`src/hw/rtl/sonar_echo_ranging_tracker_macros.svh`:
```
// ----------------------------------------------------------------------------
// Sonar echo ranging tracker assertion macros
// Concurrent assertion wrappers. They expand to nothing in synthesis builds.
// ----------------------------------------------------------------------------
`ifndef SONAR_ECHO_RANGING_TRACKER_MACROS_SVH
`define SONAR_ECHO_RANGING_TRACKER_MACROS_SVH

`ifndef SYNTHESIS
`define SERT_ASSERT(lbl, clk, rst_n, cond, msg) \
  lbl: assert property (@(posedge clk) disable iff (!rst_n) (cond)) else $error(msg);
`define SERT_ASSERT_IMPL(lbl, clk, rst_n, ante, cons, msg) \
  lbl: assert property (@(posedge clk) disable iff (!rst_n) (ante) |-> (cons)) else $error(msg);
`define SERT_ASSERT_NEXT(lbl, clk, rst_n, ante, cons, msg) \
  lbl: assert property (@(posedge clk) disable iff (!rst_n) (ante) |=> (cons)) else $error(msg);
`else
`define SERT_ASSERT(lbl, clk, rst_n, cond, msg)
`define SERT_ASSERT_IMPL(lbl, clk, rst_n, ante, cons, msg)
`define SERT_ASSERT_NEXT(lbl, clk, rst_n, ante, cons, msg)
`endif

`endif

```
`src/hw/rtl/sert_pkg.sv`:
```
// ----------------------------------------------------------------------------
// Sonar echo ranging tracker package
// Field widths, register codes, operation codes and shared helpers.
// ----------------------------------------------------------------------------
package sert_pkg;

  localparam int unsigned CHANNEL_COUNT_DEF = 4;
  localparam int unsigned TIME_WIDTH_DEF    = 32;

  localparam int unsigned CH_W       = 2;
  localparam int unsigned TS_W       = 32;
  localparam int unsigned DIST_W     = 10;
  localparam int unsigned MASK_W     = 4;
  localparam int unsigned LIMIT_W    = 7;
  localparam int unsigned COUNT_W    = 8;
  localparam int unsigned CFG_IDX_W  = 2;
  localparam int unsigned CFG_DATA_W = 10;
  localparam int unsigned ELAPSED_W  = 16;
  localparam int unsigned RECIP_W    = 17;
  localparam int unsigned CM_SHIFT   = 22;

  localparam logic [COUNT_W-1:0]   COUNT_SAT  = 8'd255;
  localparam logic [ELAPSED_W-1:0] CM_DIVISOR = 16'd59;
  // ceil(2^22 / 59): exact floor division for any elapsed below 2^16
  localparam logic [RECIP_W-1:0]   CM_RECIP   = 17'd71090;

  localparam logic [LIMIT_W-1:0] LOST_LIMIT_RST = 7'd13;
  localparam logic [DIST_W-1:0]  MAX_DIST_RST   = 10'd400;

  localparam logic [CFG_IDX_W-1:0] CFG_LOST_LIMIT = 2'd0;
  localparam logic [CFG_IDX_W-1:0] CFG_MAX_DIST   = 2'd1;

  localparam int unsigned OUT_DEPTH = 2;
  localparam int unsigned MID_DEPTH = 2;

  typedef enum logic [1:0] {
    OP_NOP,
    OP_TICK,
    OP_RISE,
    OP_FALL
  } op_e;

  typedef struct packed {
    logic [CH_W-1:0]   channel;
    logic [DIST_W-1:0] distance;
    logic              ok;
    logic [MASK_W-1:0] mask;
  } result_t;

  function automatic logic [COUNT_W-1:0] relax_count(input logic [COUNT_W-1:0] cnt,
                                                     input logic [LIMIT_W-1:0] lim);
    logic [COUNT_W-1:0] two_lim;
    logic [COUNT_W-1:0] res;
    two_lim = {lim, 1'b0};
    if (cnt > two_lim) begin
      res = (two_lim == '0) ? '0 : two_lim - 8'd1;
    end else if (cnt >= {1'b0, lim}) begin
      res = (cnt < 8'd2) ? '0 : cnt - 8'd2;
    end else begin
      res = '0;
    end
    return res;
  endfunction

endpackage

```
`src/hw/rtl/sert_fifo.sv`:
```
// ----------------------------------------------------------------------------
// Sonar tracker FIFO
// Small register FIFO with push/full and pop/empty sides.
// ----------------------------------------------------------------------------
`include "sonar_echo_ranging_tracker_macros.svh"

module sert_fifo #(
  parameter int unsigned WIDTH = 8,
  parameter int unsigned DEPTH = 2
) (
  input  logic             clk_i,
  input  logic             rst_ni,
  input  logic             push_i,
  input  logic [WIDTH-1:0] data_i,
  output logic             full_o,
  input  logic             pop_i,
  output logic [WIDTH-1:0] data_o,
  output logic             empty_o
);

  localparam int unsigned AW = (DEPTH > 1) ? $clog2(DEPTH) : 1;
  localparam int unsigned NW = $clog2(DEPTH + 1);
  localparam logic [AW-1:0] LAST = AW'(DEPTH - 1);

  logic [WIDTH-1:0] mem_q [DEPTH];
  logic [AW-1:0]    wr_ptr_q, wr_ptr_d, rd_ptr_q, rd_ptr_d;
  logic [NW-1:0]    count_q, count_d;
  logic             wr_en, rd_en;

  assign full_o  = (count_q == NW'(DEPTH));
  assign empty_o = (count_q == '0);
  assign wr_en   = push_i && !full_o;
  assign rd_en   = pop_i && !empty_o;
  assign data_o  = mem_q[rd_ptr_q];

  always_comb begin
    wr_ptr_d = wr_ptr_q;
    rd_ptr_d = rd_ptr_q;
    count_d  = count_q;
    if (wr_en) begin
      wr_ptr_d = (wr_ptr_q == LAST) ? '0 : wr_ptr_q + 1'b1;
    end
    if (rd_en) begin
      rd_ptr_d = (rd_ptr_q == LAST) ? '0 : rd_ptr_q + 1'b1;
    end
    if (wr_en && !rd_en) begin
      count_d = count_q + 1'b1;
    end else if (rd_en && !wr_en) begin
      count_d = count_q - 1'b1;
    end
  end

  always_ff @(posedge clk_i or negedge rst_ni) begin
    if (!rst_ni) begin
      wr_ptr_q <= '0;
      rd_ptr_q <= '0;
      count_q  <= '0;
    end else begin
      wr_ptr_q <= wr_ptr_d;
      rd_ptr_q <= rd_ptr_d;
      count_q  <= count_d;
    end
  end

  always_ff @(posedge clk_i) begin
    if (wr_en) begin
      mem_q[wr_ptr_q] <= data_i;
    end
  end

  `SERT_ASSERT(a_count_bound, clk_i, rst_ni, count_q <= NW'(DEPTH), "fifo count overflow")
  `SERT_ASSERT_NEXT(a_push_lands, clk_i, rst_ni, wr_en && !rd_en, !empty_o, "pushed beat lost")

endmodule

```
`src/hw/rtl/sert_front.sv`:
```
// ----------------------------------------------------------------------------
// Sonar tracker front end
// Accepts input beats, classifies them into operations, queues them.
// ----------------------------------------------------------------------------
module sert_front #(
  parameter int unsigned CHANNEL_COUNT = sert_pkg::CHANNEL_COUNT_DEF,
  parameter int unsigned TIME_WIDTH    = sert_pkg::TIME_WIDTH_DEF
) (
  input  logic                        clk_i,
  input  logic                        rst_ni,
  input  logic                        push,
  output logic                        full,
  input  logic                        cmd_i,
  input  logic [sert_pkg::CH_W-1:0]   channel_i,
  input  logic                        echo_level_i,
  input  logic [sert_pkg::TS_W-1:0]   timestamp_us_i,
  output logic                        op_valid_o,
  input  logic                        op_ready_i,
  output sert_pkg::op_e               op_o,
  output logic [sert_pkg::CH_W-1:0]   op_channel_o,
  output logic [TIME_WIDTH-1:0]       op_ts_o
);
  import sert_pkg::*;

  localparam int unsigned ITEM_W = $bits(op_e) + CH_W + TIME_WIDTH;

  op_e               op;
  logic [ITEM_W-1:0] wr_item, rd_item;
  logic              empty;

  always_comb begin
    if (cmd_i) begin
      op = OP_TICK;
    end else if (32'(channel_i) >= CHANNEL_COUNT) begin
      op = OP_NOP;
    end else if (echo_level_i) begin
      op = OP_RISE;
    end else begin
      op = OP_FALL;
    end
  end

  assign wr_item = {op, channel_i, TIME_WIDTH'(timestamp_us_i)};

  sert_fifo #(
    .WIDTH(ITEM_W),
    .DEPTH(MID_DEPTH)
  ) u_queue (
    .clk_i  (clk_i),
    .rst_ni (rst_ni),
    .push_i (push),
    .data_i (wr_item),
    .full_o (full),
    .pop_i  (op_ready_i),
    .data_o (rd_item),
    .empty_o(empty)
  );

  assign op_valid_o   = !empty;
  assign op_o         = op_e'(rd_item[ITEM_W-1 -: $bits(op_e)]);
  assign op_channel_o = rd_item[TIME_WIDTH +: CH_W];
  assign op_ts_o      = rd_item[TIME_WIDTH-1:0];

endmodule

```
`src/hw/rtl/sert_back.sv`:
```
// ----------------------------------------------------------------------------
// Sonar tracker back end
// Holds channel state, executes operations, scales time to cm, queues results.
// ----------------------------------------------------------------------------
`include "sonar_echo_ranging_tracker_macros.svh"

module sert_back #(
  parameter int unsigned CHANNEL_COUNT = sert_pkg::CHANNEL_COUNT_DEF,
  parameter int unsigned TIME_WIDTH    = sert_pkg::TIME_WIDTH_DEF
) (
  input  logic                           clk_i,
  input  logic                           rst_ni,
  input  logic                           op_valid_i,
  output logic                           op_ready_o,
  input  sert_pkg::op_e                  op_i,
  input  logic [sert_pkg::CH_W-1:0]      op_channel_i,
  input  logic [TIME_WIDTH-1:0]          op_ts_i,
  input  logic [sert_pkg::LIMIT_W-1:0]   lost_limit_i,
  input  logic [sert_pkg::DIST_W-1:0]    max_dist_i,
  output logic                           empty,
  input  logic                           pop,
  output sert_pkg::result_t              result_o
);
  import sert_pkg::*;

  localparam int unsigned CW  = (CHANNEL_COUNT > 1) ? $clog2(CHANNEL_COUNT) : 1;
  localparam int unsigned PW  = ELAPSED_W + RECIP_W;
  localparam int unsigned RW  = $bits(result_t);

  logic [TIME_WIDTH-1:0] start_q [CHANNEL_COUNT];
  logic [TIME_WIDTH-1:0] start_d [CHANNEL_COUNT];
  logic [COUNT_W-1:0]    lost_q  [CHANNEL_COUNT];
  logic [COUNT_W-1:0]    lost_d  [CHANNEL_COUNT];
  logic [CHANNEL_COUNT-1:0] flags_q, flags_d;
  logic [CHANNEL_COUNT+MASK_W-1:0] flags_pad;

  logic                  a_valid_q, a_valid_d;
  logic [CH_W-1:0]       a_channel_q;
  logic                  a_ok_q;
  logic [ELAPSED_W-1:0]  a_elapsed_q;
  logic [MASK_W-1:0]     a_mask_q;

  logic [CW-1:0]         idx;
  logic [TIME_WIDTH-1:0] start_sel, elapsed;
  logic [ELAPSED_W-1:0]  bound;
  logic                  fall_ok, ok, fire, a_ready, out_full;
  logic [PW-1:0]         prod;
  result_t               res;
  logic [RW-1:0]         out_data;

  assign idx       = CW'(op_channel_i);
  assign start_sel = start_q[idx];
  assign elapsed   = op_ts_i - start_sel;
  assign bound     = ELAPSED_W'(max_dist_i) * CM_DIVISOR;
  assign fall_ok   = (op_ts_i > start_sel)
                  && (elapsed >= TIME_WIDTH'(CM_DIVISOR))
                  && (elapsed < TIME_WIDTH'(bound));

  assign a_ready    = !a_valid_q || !out_full;
  assign op_ready_o = a_ready;
  assign fire       = op_valid_i && a_ready;
  assign ok         = fire && (op_i == OP_FALL) && fall_ok;

  always_comb begin
    start_d = start_q;
    lost_d  = lost_q;
    flags_d = flags_q;
    if (fire) begin
      unique case (op_i)
        OP_TICK: begin
          for (int i = 0; i < CHANNEL_COUNT; i++) begin
            flags_d[i] = ({1'b0, lost_limit_i} > lost_q[i]);
            lost_d[i]  = (lost_q[i] == COUNT_SAT) ? COUNT_SAT : lost_q[i] + 8'd1;
          end
        end
        OP_RISE: start_d[idx] = op_ts_i;
        OP_FALL: begin
          if (fall_ok) begin
            lost_d[idx] = relax_count(lost_q[idx], lost_limit_i);
          end
        end
        OP_NOP: ;
        default: ;
      endcase
    end
  end

  assign flags_pad = {{MASK_W{1'b0}}, flags_d};
  assign a_valid_d = a_ready ? fire : a_valid_q;

  always_ff @(posedge clk_i or negedge rst_ni) begin
    if (!rst_ni) begin
      for (int i = 0; i < CHANNEL_COUNT; i++) begin
        start_q[i] <= '0;
        lost_q[i]  <= '0;
      end
      flags_q   <= '0;
      a_valid_q <= 1'b0;
    end else begin
      start_q   <= start_d;
      lost_q    <= lost_d;
      flags_q   <= flags_d;
      a_valid_q <= a_valid_d;
    end
  end

  always_ff @(posedge clk_i) begin
    if (fire) begin
      a_channel_q <= op_channel_i;
      a_ok_q      <= ok;
      a_elapsed_q <= elapsed[ELAPSED_W-1:0];
      a_mask_q    <= flags_pad[MASK_W-1:0];
    end
  end

  assign prod = PW'(a_elapsed_q) * PW'(CM_RECIP);

  always_comb begin
    res.channel  = a_channel_q;
    res.ok       = a_ok_q;
    res.distance = a_ok_q ? prod[CM_SHIFT +: DIST_W] : '0;
    res.mask     = a_mask_q;
  end

  sert_fifo #(
    .WIDTH(RW),
    .DEPTH(OUT_DEPTH)
  ) u_out_queue (
    .clk_i  (clk_i),
    .rst_ni (rst_ni),
    .push_i (a_valid_q),
    .data_i (res),
    .full_o (out_full),
    .pop_i  (pop),
    .data_o (out_data),
    .empty_o(empty)
  );

  assign result_o = result_t'(out_data);

  `SERT_ASSERT_IMPL(a_ok_min, clk_i, rst_ni, a_valid_q && a_ok_q,
                    a_elapsed_q >= CM_DIVISOR, "valid distance below one cm")
  `SERT_ASSERT_NEXT(a_stall_hold, clk_i, rst_ni, a_valid_q && out_full,
                    a_valid_q, "stalled result dropped")
  `SERT_ASSERT_NEXT(a_tick_count, clk_i, rst_ni, fire && op_i == OP_TICK,
                    lost_q[0] != '0, "tick left count at zero")

endmodule

```
`src/hw/rtl/sonar_echo_ranging_tracker.sv`:
```
// ----------------------------------------------------------------------------
// Sonar echo ranging tracker
// Multi-channel echo pulse ranger with per-channel loss tracking.
// ----------------------------------------------------------------------------
// channel   handshake           payload
// input     push / full         cmd_i channel_i echo_level_i timestamp_us_i
// result    empty / pop         channel_out_o distance_cm_o distance_ok_o available_mask_o
// config    cfg_valid_i/_ready_o cfg_index_i cfg_data_i
//
// One beat per cycle sustained while the result queue is not full. A pushed beat
// passes the input queue, the execute stage (state update, elapsed time check),
// then the scale (multiply by reciprocal of 59) feeds the result queue.
// Reset clears all channel state and loads register defaults; no clearing pass.
// A full result queue stalls the execute stage, which backs up into the input
// queue; config writes are always accepted.
// ----------------------------------------------------------------------------
module sonar_echo_ranging_tracker #(
  parameter int unsigned CHANNEL_COUNT = sert_pkg::CHANNEL_COUNT_DEF,
  parameter int unsigned TIME_WIDTH    = sert_pkg::TIME_WIDTH_DEF
) (
  input  logic                              clk_i,
  input  logic                              rst_ni,
  input  logic                              push,
  output logic                              full,
  input  logic                              cmd_i,
  input  logic [sert_pkg::CH_W-1:0]         channel_i,
  input  logic                              echo_level_i,
  input  logic [sert_pkg::TS_W-1:0]         timestamp_us_i,
  output logic                              empty,
  input  logic                              pop,
  output logic [sert_pkg::CH_W-1:0]         channel_out_o,
  output logic [sert_pkg::DIST_W-1:0]       distance_cm_o,
  output logic                              distance_ok_o,
  output logic [sert_pkg::MASK_W-1:0]       available_mask_o,
  input  logic                              cfg_valid_i,
  output logic                              cfg_ready_o,
  input  logic [sert_pkg::CFG_IDX_W-1:0]    cfg_index_i,
  input  logic [sert_pkg::CFG_DATA_W-1:0]   cfg_data_i
);
  import sert_pkg::*;

  logic [LIMIT_W-1:0]    lost_limit_q;
  logic [DIST_W-1:0]     max_dist_q;
  logic                  op_valid, op_ready;
  op_e                   op;
  logic [CH_W-1:0]       op_channel;
  logic [TIME_WIDTH-1:0] op_ts;
  result_t               result;

  assign cfg_ready_o = 1'b1;

  always_ff @(posedge clk_i or negedge rst_ni) begin
    if (!rst_ni) begin
      lost_limit_q <= LOST_LIMIT_RST;
      max_dist_q   <= MAX_DIST_RST;
    end else if (cfg_valid_i) begin
      unique case (cfg_index_i)
        CFG_LOST_LIMIT: lost_limit_q <= cfg_data_i[LIMIT_W-1:0];
        CFG_MAX_DIST:   max_dist_q   <= cfg_data_i[DIST_W-1:0];
        default: ;
      endcase
    end
  end

  sert_front #(
    .CHANNEL_COUNT(CHANNEL_COUNT),
    .TIME_WIDTH   (TIME_WIDTH)
  ) u_front (
    .clk_i         (clk_i),
    .rst_ni        (rst_ni),
    .push          (push),
    .full          (full),
    .cmd_i         (cmd_i),
    .channel_i     (channel_i),
    .echo_level_i  (echo_level_i),
    .timestamp_us_i(timestamp_us_i),
    .op_valid_o    (op_valid),
    .op_ready_i    (op_ready),
    .op_o          (op),
    .op_channel_o  (op_channel),
    .op_ts_o       (op_ts)
  );

  sert_back #(
    .CHANNEL_COUNT(CHANNEL_COUNT),
    .TIME_WIDTH   (TIME_WIDTH)
  ) u_back (
    .clk_i       (clk_i),
    .rst_ni      (rst_ni),
    .op_valid_i  (op_valid),
    .op_ready_o  (op_ready),
    .op_i        (op),
    .op_channel_i(op_channel),
    .op_ts_i     (op_ts),
    .lost_limit_i(lost_limit_q),
    .max_dist_i  (max_dist_q),
    .empty       (empty),
    .pop         (pop),
    .result_o    (result)
  );

  assign channel_out_o    = result.channel;
  assign distance_cm_o    = result.distance;
  assign distance_ok_o    = result.ok;
  assign available_mask_o = result.mask;

endmodule
```
`config.mk`:
```
export PLATFORM = sky130hd
export DESIGN_NAME = sonar_echo_ranging_tracker
export DESIGN_NICKNAME = d
export VERILOG_FILES = /design/src/hw/rtl/sert_pkg.sv /design/src/hw/rtl/sert_fifo.sv /design/src/hw/rtl/sert_front.sv /design/src/hw/rtl/sert_back.sv /design/src/hw/rtl/sonar_echo_ranging_tracker.sv
export VERILOG_INCLUDE_DIRS = /design/src /design/src/hw/rtl
export SDC_FILE = /design/constraint.sdc
export NUM_CORES = 1
export LEC_CHECK = 0
export BUFFER_PORTS_ARGS = -buffer_cell sky130_fd_sc_hd__buf_2
export CORE_UTILIZATION = 43
export DETAILED_ROUTE_END_ITERATION = 10
export HOLD_SLACK_MARGIN = 0.1
export PLACE_DENSITY_LB_ADDON = 0.1
export SYNTH_ARGS = -nofsm -noshare
export SYNTH_HDL_FRONTEND = slang
export SYNTH_SLANG_ARGS = --single-unit
```
`constraint.sdc`:
```
create_clock -name clk_i -period 12.2 [get_ports clk_i]
set_input_delay 1.83 -clock clk_i [delete_from_list [all_inputs] [get_ports clk_i]]
set_output_delay 1.83 -clock clk_i [all_outputs]
set_load 0.02 [all_outputs]
```
Word level (Yosys, flattened, before mapping)
Memory sizes are Yosys's and may differ from the RTL's.
Cells that the tools add are included.
{"block": "op_classes", "n_bitwise": 1, "eq_ne": 11, "order_cmp": 12, "reduce_logical": 34, "n_mux": 42, "add_sub_neg": 15, "mul": 2}
{"op": "128-bit bitwise mux", "count": 1}
{"op": "32-bit 2-to-1 mux", "count": 4}
{"op": "8-bit 2-to-1 mux", "count": 14}
{"op": "32-bit binary-select mux with 2-bit select", "count": 1}
{"op": "32-bit demux with 2-bit select", "count": 1}
{"op": "32-bit one-hot mux with 2 select lines", "count": 1}
{"op": "8-bit by 1-bit adder with 8-bit output, second input constant", "count": 4}
{"op": "32-bit bitwise mux", "count": 1}
{"op": "8-bit == test, second input constant", "count": 4}
{"op": "32-bit by 6-bit greater-or-equal comparator with 1-bit output, second input constant", "count": 1}
{"op": "32-bit > comparator", "count": 1}
{"op": "7-bit by 8-bit > comparator with 1-bit output", "count": 4}
{"op": "32-bit by 16-bit less-than comparator with 1-bit output", "count": 1}
{"op": "32-bit subtractor", "count": 1}
{"op": "16-bit by 16-bit multiplier with 31-bit output, second input constant", "count": 1}
{"op": "8-bit binary-select mux with 2-bit select", "count": 1}
{"op": "8-bit demux with 2-bit select", "count": 1}
{"op": "10-bit by 6-bit multiplier with 16-bit output, second input constant", "count": 1}
{"op": "1-bit logical AND", "count": 13}
{"op": "10-bit 2-to-1 mux", "count": 1}
{"op": "2-bit 2-to-1 mux", "count": 5}
{"op": "1-bit logical NOT", "count": 9}
{"op": "1-bit 2-to-1 mux", "count": 9}
{"op": "2-bit == test, second input constant", "count": 4}
{"op": "20 further kinds", "count": 33}
{"block": "totals", "ram_bits": 106, "n_memories": 2, "inputBits": 53, "register_bits": 213, "output_inout_bits": 20}
{"name": "u_front.u_queue.mem_q", "depth": 2, "width": 36, "rd": 1, "rd_ports_with_merged_regs": 0, "write_ports": 1, "line": "sert_fifo.sv:25", "source": "logic [WIDTH-1:0] mem_q [DEPTH];"}
{"name": "u_back.u_out_queue.mem_q", "depth": 2, "width": 17, "rd": 1, "rd_ports_with_merged_regs": 0, "write_ports": 1, "line": "sert_fifo.sv:25"}

Logic depth before layout (Yosys ltp)
An unclocked memory read counts as a cell.
{"block": "logic_depth", "depth_word": 15, "ltp_mapped": 30, "depth_no_buf": 27}

Hierarchy
A second synthesis with hierarchy kept.
{"block": "unflattened", "cells_unflattened": 2006, "area_unflattened_um2": 23267.3}
{"mod": "sert_back", "area_per_inst_um2": 18166.2, "cells_each": 1761, "n_inst": 1, "seq_area_each_um2": 4819.6}
{"mod": "sert_fifo (u_front.u_queue)", "area_per_inst_um2": 2944.1, "cells_each": 131, "n_inst": 1, "seq_area_each_um2": 2262.2}
{"mod": "sert_fifo (u_back.u_out_queue)", "area_per_inst_um2": 1473.9, "cells_each": 72, "n_inst": 1, "seq_area_each_um2": 1121.1}
{"mod": "sonar_echo_ranging_tracker", "area_per_inst_um2": 669.4, "cells_each": 39, "n_inst": 1, "seq_area_each_um2": 432.9}
{"mod": "sert_front", "area_per_inst_um2": 13.8, "cells_each": 3, "n_inst": 1, "seq_area_each_um2": 0.0}

Least setup slack after synthesis
Ideal clock, no wire load.
{"block": "synth_timing", "path_type": "reg-to-reg", "startpoint": "register max_dist_q[0]", "endpoint": "register u_back.lost_q[25] (netlist bit)", "arrival_ns": 5.823, "path_slack_ns": 6.252, "period_less_slack_ns": 5.948, "t_required_ns": 12.075, "path_stages_with_launch": 27, "n_path_buf": 0, "path_cell_list": "dfrtp_1 fa_1 fa_1 inv_1 fa_1 inv_1 ha_1 a21oi_1 o21ai_0 a21oi_1 o21ai_0 a21oi_1 nor2_1 a211o_1 o311a_1 xnor2_1 ha_1 a21oi_1 nand2_1 a22o_1 nor3_1 nand4b_1 nor4_1 nand4_1 nand4bb_4 o21ai_4 mux2_4"}
{"block": "synth_via", "elab_chain_len": 5}
{"element": "start: declaration", "line": "sonar_echo_ranging_tracker.sv:43", "source": "logic [DIST_W-1:0] max_dist_q;"}
{"element": "start signal: assignment", "line": "sonar_echo_ranging_tracker.sv:59", "source": "CFG_MAX_DIST: max_dist_q <= cfg_data_i[DIST_W-1:0];"}
{"element": "10-bit by 6-bit multiplier with 16-bit output", "line": "sert_back.sv:54", "source": "assign bound = ELAPSED_W'(max_dist_i) * CM_DIVISOR;"}
{"element": "32-bit by 16-bit less-than comparator with 1-bit output", "line": "sert_back.sv:57", "source": "&& (elapsed < TIME_WIDTH'(bound));"}
{"element": "1-bit logical AND", "line": "sert_back.sv:57"}
{"element": "2-bit by 1-bit != test with 1-bit output (no line)"}
{"element": "3-bit AND reduction (no line)"}
{"element": "end signal: assignment", "line": "sert_back.sv:101", "source": "lost_q <= lost_d;"}
{"element": "end: declaration", "line": "sert_back.sv:32", "source": "logic [COUNT_W-1:0] lost_q [CHANNEL_COUNT];"}
Every way passes these cells.
A chain may end at the register's enable or synchronous reset.

Final worst setup path
{"block": "layout_timing", "startpoint": "register u_front.u_queue.rd_ptr_q", "endpoint": "register u_back.lost_q[20] (netlist bit)"}
{"block": "layout_via", "word_cells_on_any_way": 37}
{"element": "start: declaration", "line": "sert_fifo.sv:26", "source": "logic [AW-1:0] wr_ptr_q, wr_ptr_d, rd_ptr_q, rd_ptr_d;"}
{"element": "start signal: assignment", "line": "sert_fifo.sv:60", "source": "rd_ptr_q <= rd_ptr_d;"}
{"element": "memory 2 x 36 bit (*)"}
{"element": "2-bit inverter with 3-bit output (not written as such)", "line": "sert_back.sv:52", "source": "assign start_sel = start_q[idx];"}
{"element": "32-bit binary-select mux with 2-bit select", "line": "sert_back.sv:52"}
{"element": "32-bit 2-to-1 mux (not written as such) (2 in series)", "line": "sert_back.sv:52"}
{"element": "32-bit subtractor (*)", "line": "sert_back.sv:53", "source": "assign elapsed = op_ts_i - start_sel;"}
{"element": "named net u_back.elapsed[6]", "line": "sert_back.sv:44", "source": "logic [TIME_WIDTH-1:0] start_sel, elapsed;"}
{"element": "32-bit by 6-bit greater-or-equal comparator with 1-bit output", "line": "sert_back.sv:56", "source": "&& (elapsed >= TIME_WIDTH'(CM_DIVISOR))"}
{"element": "1-bit logical AND", "line": "sert_back.sv:56"}
{"element": "1-bit logical AND (*)", "line": "sert_back.sv:57"}
{"element": "2-bit by 1-bit != test with 1-bit output (no line) (*)"}
{"element": "3-bit AND reduction (no line) (*)"}
Mark *: on every way through the listed nets, which the timed path passes. The rest lies on a longest branch. The select of a mux whose other input is x is not followed.

==> results.md <==
- Outcome: completed
- Endpoint class of the critical path: register
- Clock skew: between 0.02 and 0.03 ns
- Post-layout nets: 2828
- IO Pins: 73
- Worst Setup EP: u_back.lost_q[20]
- Die height: 233.1 um
- Full die area: 0.05434 mm2
- Most frequent cell after synthesis: nand2_1
- Clk_lat worst skew: 0.57 ns
- R2R Setup Slk: 5.15 ns
- Final Max Tran Viols: 0
- Sequential share of the synthesized area: between 30 and 40%
- Top_reg_cell synth: dfrtp_1
- PostCTS Resize Cnt: 0
- Slew @ Worst Pin: 1.086 ns
- Total Wirelength: roughly 57 mm
- Yosys top cell area share: 20.05%
- Post-DP HPWL: 41.57 mm
- Global-route wire length before repair: between 90 and 100 mm
- Worst hold-check path type: register to register
- Top cells by count, synth: 375 x nand2_1, 267 x inv_1, 257 x ha_1, 223 x o21ai_0, 184 x dfrtp_1
- Wire per inst: 18.23 um
- RSZ-0062 raised after global routing: false
- Synth cell types: 93
- Sum Neg Setup Slack: 0 ns
- Number of setup buffers added after CTS: 0
- Worst Path Required: 12.64 ns
- Clock-pin slew on the worst setup and hold paths: 0.05 ns
- Max-Cap Viols: 0
- Grt total ovfl: 0
- Vias in the first global route: ~17000
- Warnings from Yosys: 0
- Total routing usage reported by global routing: between 20 and 25%
- TritonCTS clock tree: built
- Crit path launch type: register
- CTS Hold Bufs: 0
- Hold Vio Cnt, Final: 0
- Post-synth EDFFs: between 100 and 150
- Crit share post-route: between 50% and 60%
- GPL Wtd Cong: between 0.9 and 1
- Reg-to-Reg End: u_back.lost_q[20]
- Ys async rst share: 59.56%
- Netlist Area Pre-Place: 0.02297 mm2
- Top cells by area, synth: dfrtp_1 20%, edfxtp_1 17%, ha_1 14%, fa_1 8.2%, nand2_1 6.1%
- Synthesized netlist net count: 2788
- Total CTS buffers: 39
- Drt drc: 0
- Met1 GRT Util: 30.68%
- Area grow syn2layout: 9.707%
- Critical path startpoint: u_front.u_queue.rd_ptr_q
- Busiest grt layer: met2
- Fmax: 141.9 MHz
- Avg Cell Area, Syn: 9.634 um2
- Drt pass-1 iters: 5
- Clock sink count: 319
- Vias per cell: 5.412
- Mapped Cells: 2384
- Clock root buffer: clkbuf_16
- Layout cells sized above 1: about a tenth
- Die X: 233.1 um
- Setup Viol. Count Final: 0
- Met2 Use GR: 34.57%
- # diodes: 0
- Core area: 0.05266 mm2
- CP max FO: between 40 and 50
- Top cell type by total area after synthesis: dfrtp_1
- R2R cell count: 22
- Synth Register Bits: 319
- Max clock buf depth: 3
- WS Path Type: register to register
- Largest net degree at the start of global routing: 108
- Via count: approximately 17000
- Hold Crit Start: u_back.a_mask_q[0]
- Initial antenna violation count: 0
- IO Port Bufs: slightly above 70
- DR iter-0 viols: 1126
- Number of placement rows: 84
- H-tree Lvls: 2
- Met3 GRT Util: 3.186%
- Antenna-violating nets left: 0
- RR Startpoint: u_front.u_queue.rd_ptr_q
- WP data arrival: 7.49 ns
- Hold Worst Slack: 0.4606 ns
- Starting Density: 43.62%
- Rel. slew slack: 27.57%
- Tmin final: slightly above 7 ns
==> critical path: stages (launching register included) <==
cell and delay, ns:
dfrtp_2 0.33, buf_4 0.54, mux2i_4 0.32, buf_4 0.38, inv_2 0.44, nand2_1 0.16, and3_1 0.17, a31oi_1 0.05
ha_1 0.25, fa_1 0.44, nor2b_1 0.23, o21bai_1 0.15, nand2_1 0.12, xor2_1 0.51, ha_1 0.35, a211o_1 0.29
a31oi_1 0.27, o22ai_1 0.14, nor4b_1 0.36, nand4_1 0.20, and4bb_1 0.64, a21boi_4 0.27, o22a_2 0.28
==> layout make-up <==
cell class / instances / area (um2)
tap: 688 / 860.8
timing repair buffer: 88 / 491.7
clock inverter: 21 / 221.5
multi-input combinational: 1707 / 12960
clock buffer: 50 / 1017
sequential: 319 / 8637
inverter: 269 / 1010
fill: 4896 / 27460
==> worst min-delay path by stage <==
stage,endpoint,slack (ns),cells past startpoint
floorplan,u_back.u_out_queue.mem_q[0][0],0.42,0
CTS,u_back.u_out_queue.mem_q[1][0],0.46,0
global route,u_back.u_out_queue.mem_q[1][0],0.47,0
detailed placement,u_back.u_out_queue.mem_q[0][0],0.45,0
finish,u_back.u_out_queue.mem_q[1][0],0.46,0
global placement,u_back.u_out_queue.mem_q[0][0],0.42,0
==> kinds of logic after synthesis <==
group,Yosys count,synth area share (%)
adder cells (fa/ha/maj),351,22.19
multiplexers,88,4.080
flip-flops,319,37.60
AO/OA/AOI/OAI,514,13.78
buffers and inverters,358,6.107
XOR/XNOR,66,2.517
AND/OR/NAND/NOR,687,13.71
other,1,0.01633
==> state kept, by name, summed over array words and instances, names as in the netlist <==
register / cells
u_back.u_out_queue.wr_ptr_q: 1
u_back.u_out_queue.mem_q: 34
u_back.a_mask_q: 4
u_back.u_out_queue.rd_ptr_q: 1
u_back.u_out_queue.count_q: 2
u_back.a_elapsed_q: 16
u_front.u_queue.count_q: 2
u_front.u_queue.rd_ptr_q: 1
u_back.lost_q: 32
u_front.u_queue.wr_ptr_q: 1
u_back.a_channel_q: 2
max_dist_q: 10
u_back.a_ok_q: 1
u_front.u_queue.mem_q: 72
u_back.a_valid_q: 1
lost_limit_q: 7
u_back.start_q: 128
u_back.flags_q: 4
==> metal layers <==
| metal | up-vias | routed length, um |
|---|---|---|
| met1 | 8156 | 27860 |
| met4 | 0 | 1423 |
| li1 | 8370 | - |
| met5 | - | 0 |
| met3 | 95 | 2440 |
| met2 | 384 | 25570 |
==> through the flow <==
| step | utilization, % | std cells | setup WS (ns) | cell area [um2] |
|---|---|---|---|---|
| CTS | 47.85 | 3142 | 5.181 | 25200 |
| finish | 47.85 | 3142 | 5.154 | 25200 |
| detailed placement | 45.50 | 3071 | 5.202 | 23960 |
| global route | 47.85 | 3142 | 4.726 | 25200 |
| floorplan | - | 2384 | 6.252 | 22970 |
| global placement | 45.50 | 3071 | 5.198 | 23960 |
==> placed cells by master, fill, tap and decap left out, types with 24 or more instances in the layout <==
master and count:
mux2_2 28, nand3_1 72, buf_2 70, o21ai_0 223
dfrtp_1 183, clkbuf_16 39, xnor2_1 47, ha_1 257
mux2i_1 57, nor2_1 78, nand2_1 372, edfxtp_1 129
a21oi_1 104, nand4_1 26, inv_1 267, fa_1 94
nand2b_1 24
Power is left out: the tool's default activity adds up to more than one toggle a clock period on the data nets, which glitch-free logic cannot reach.
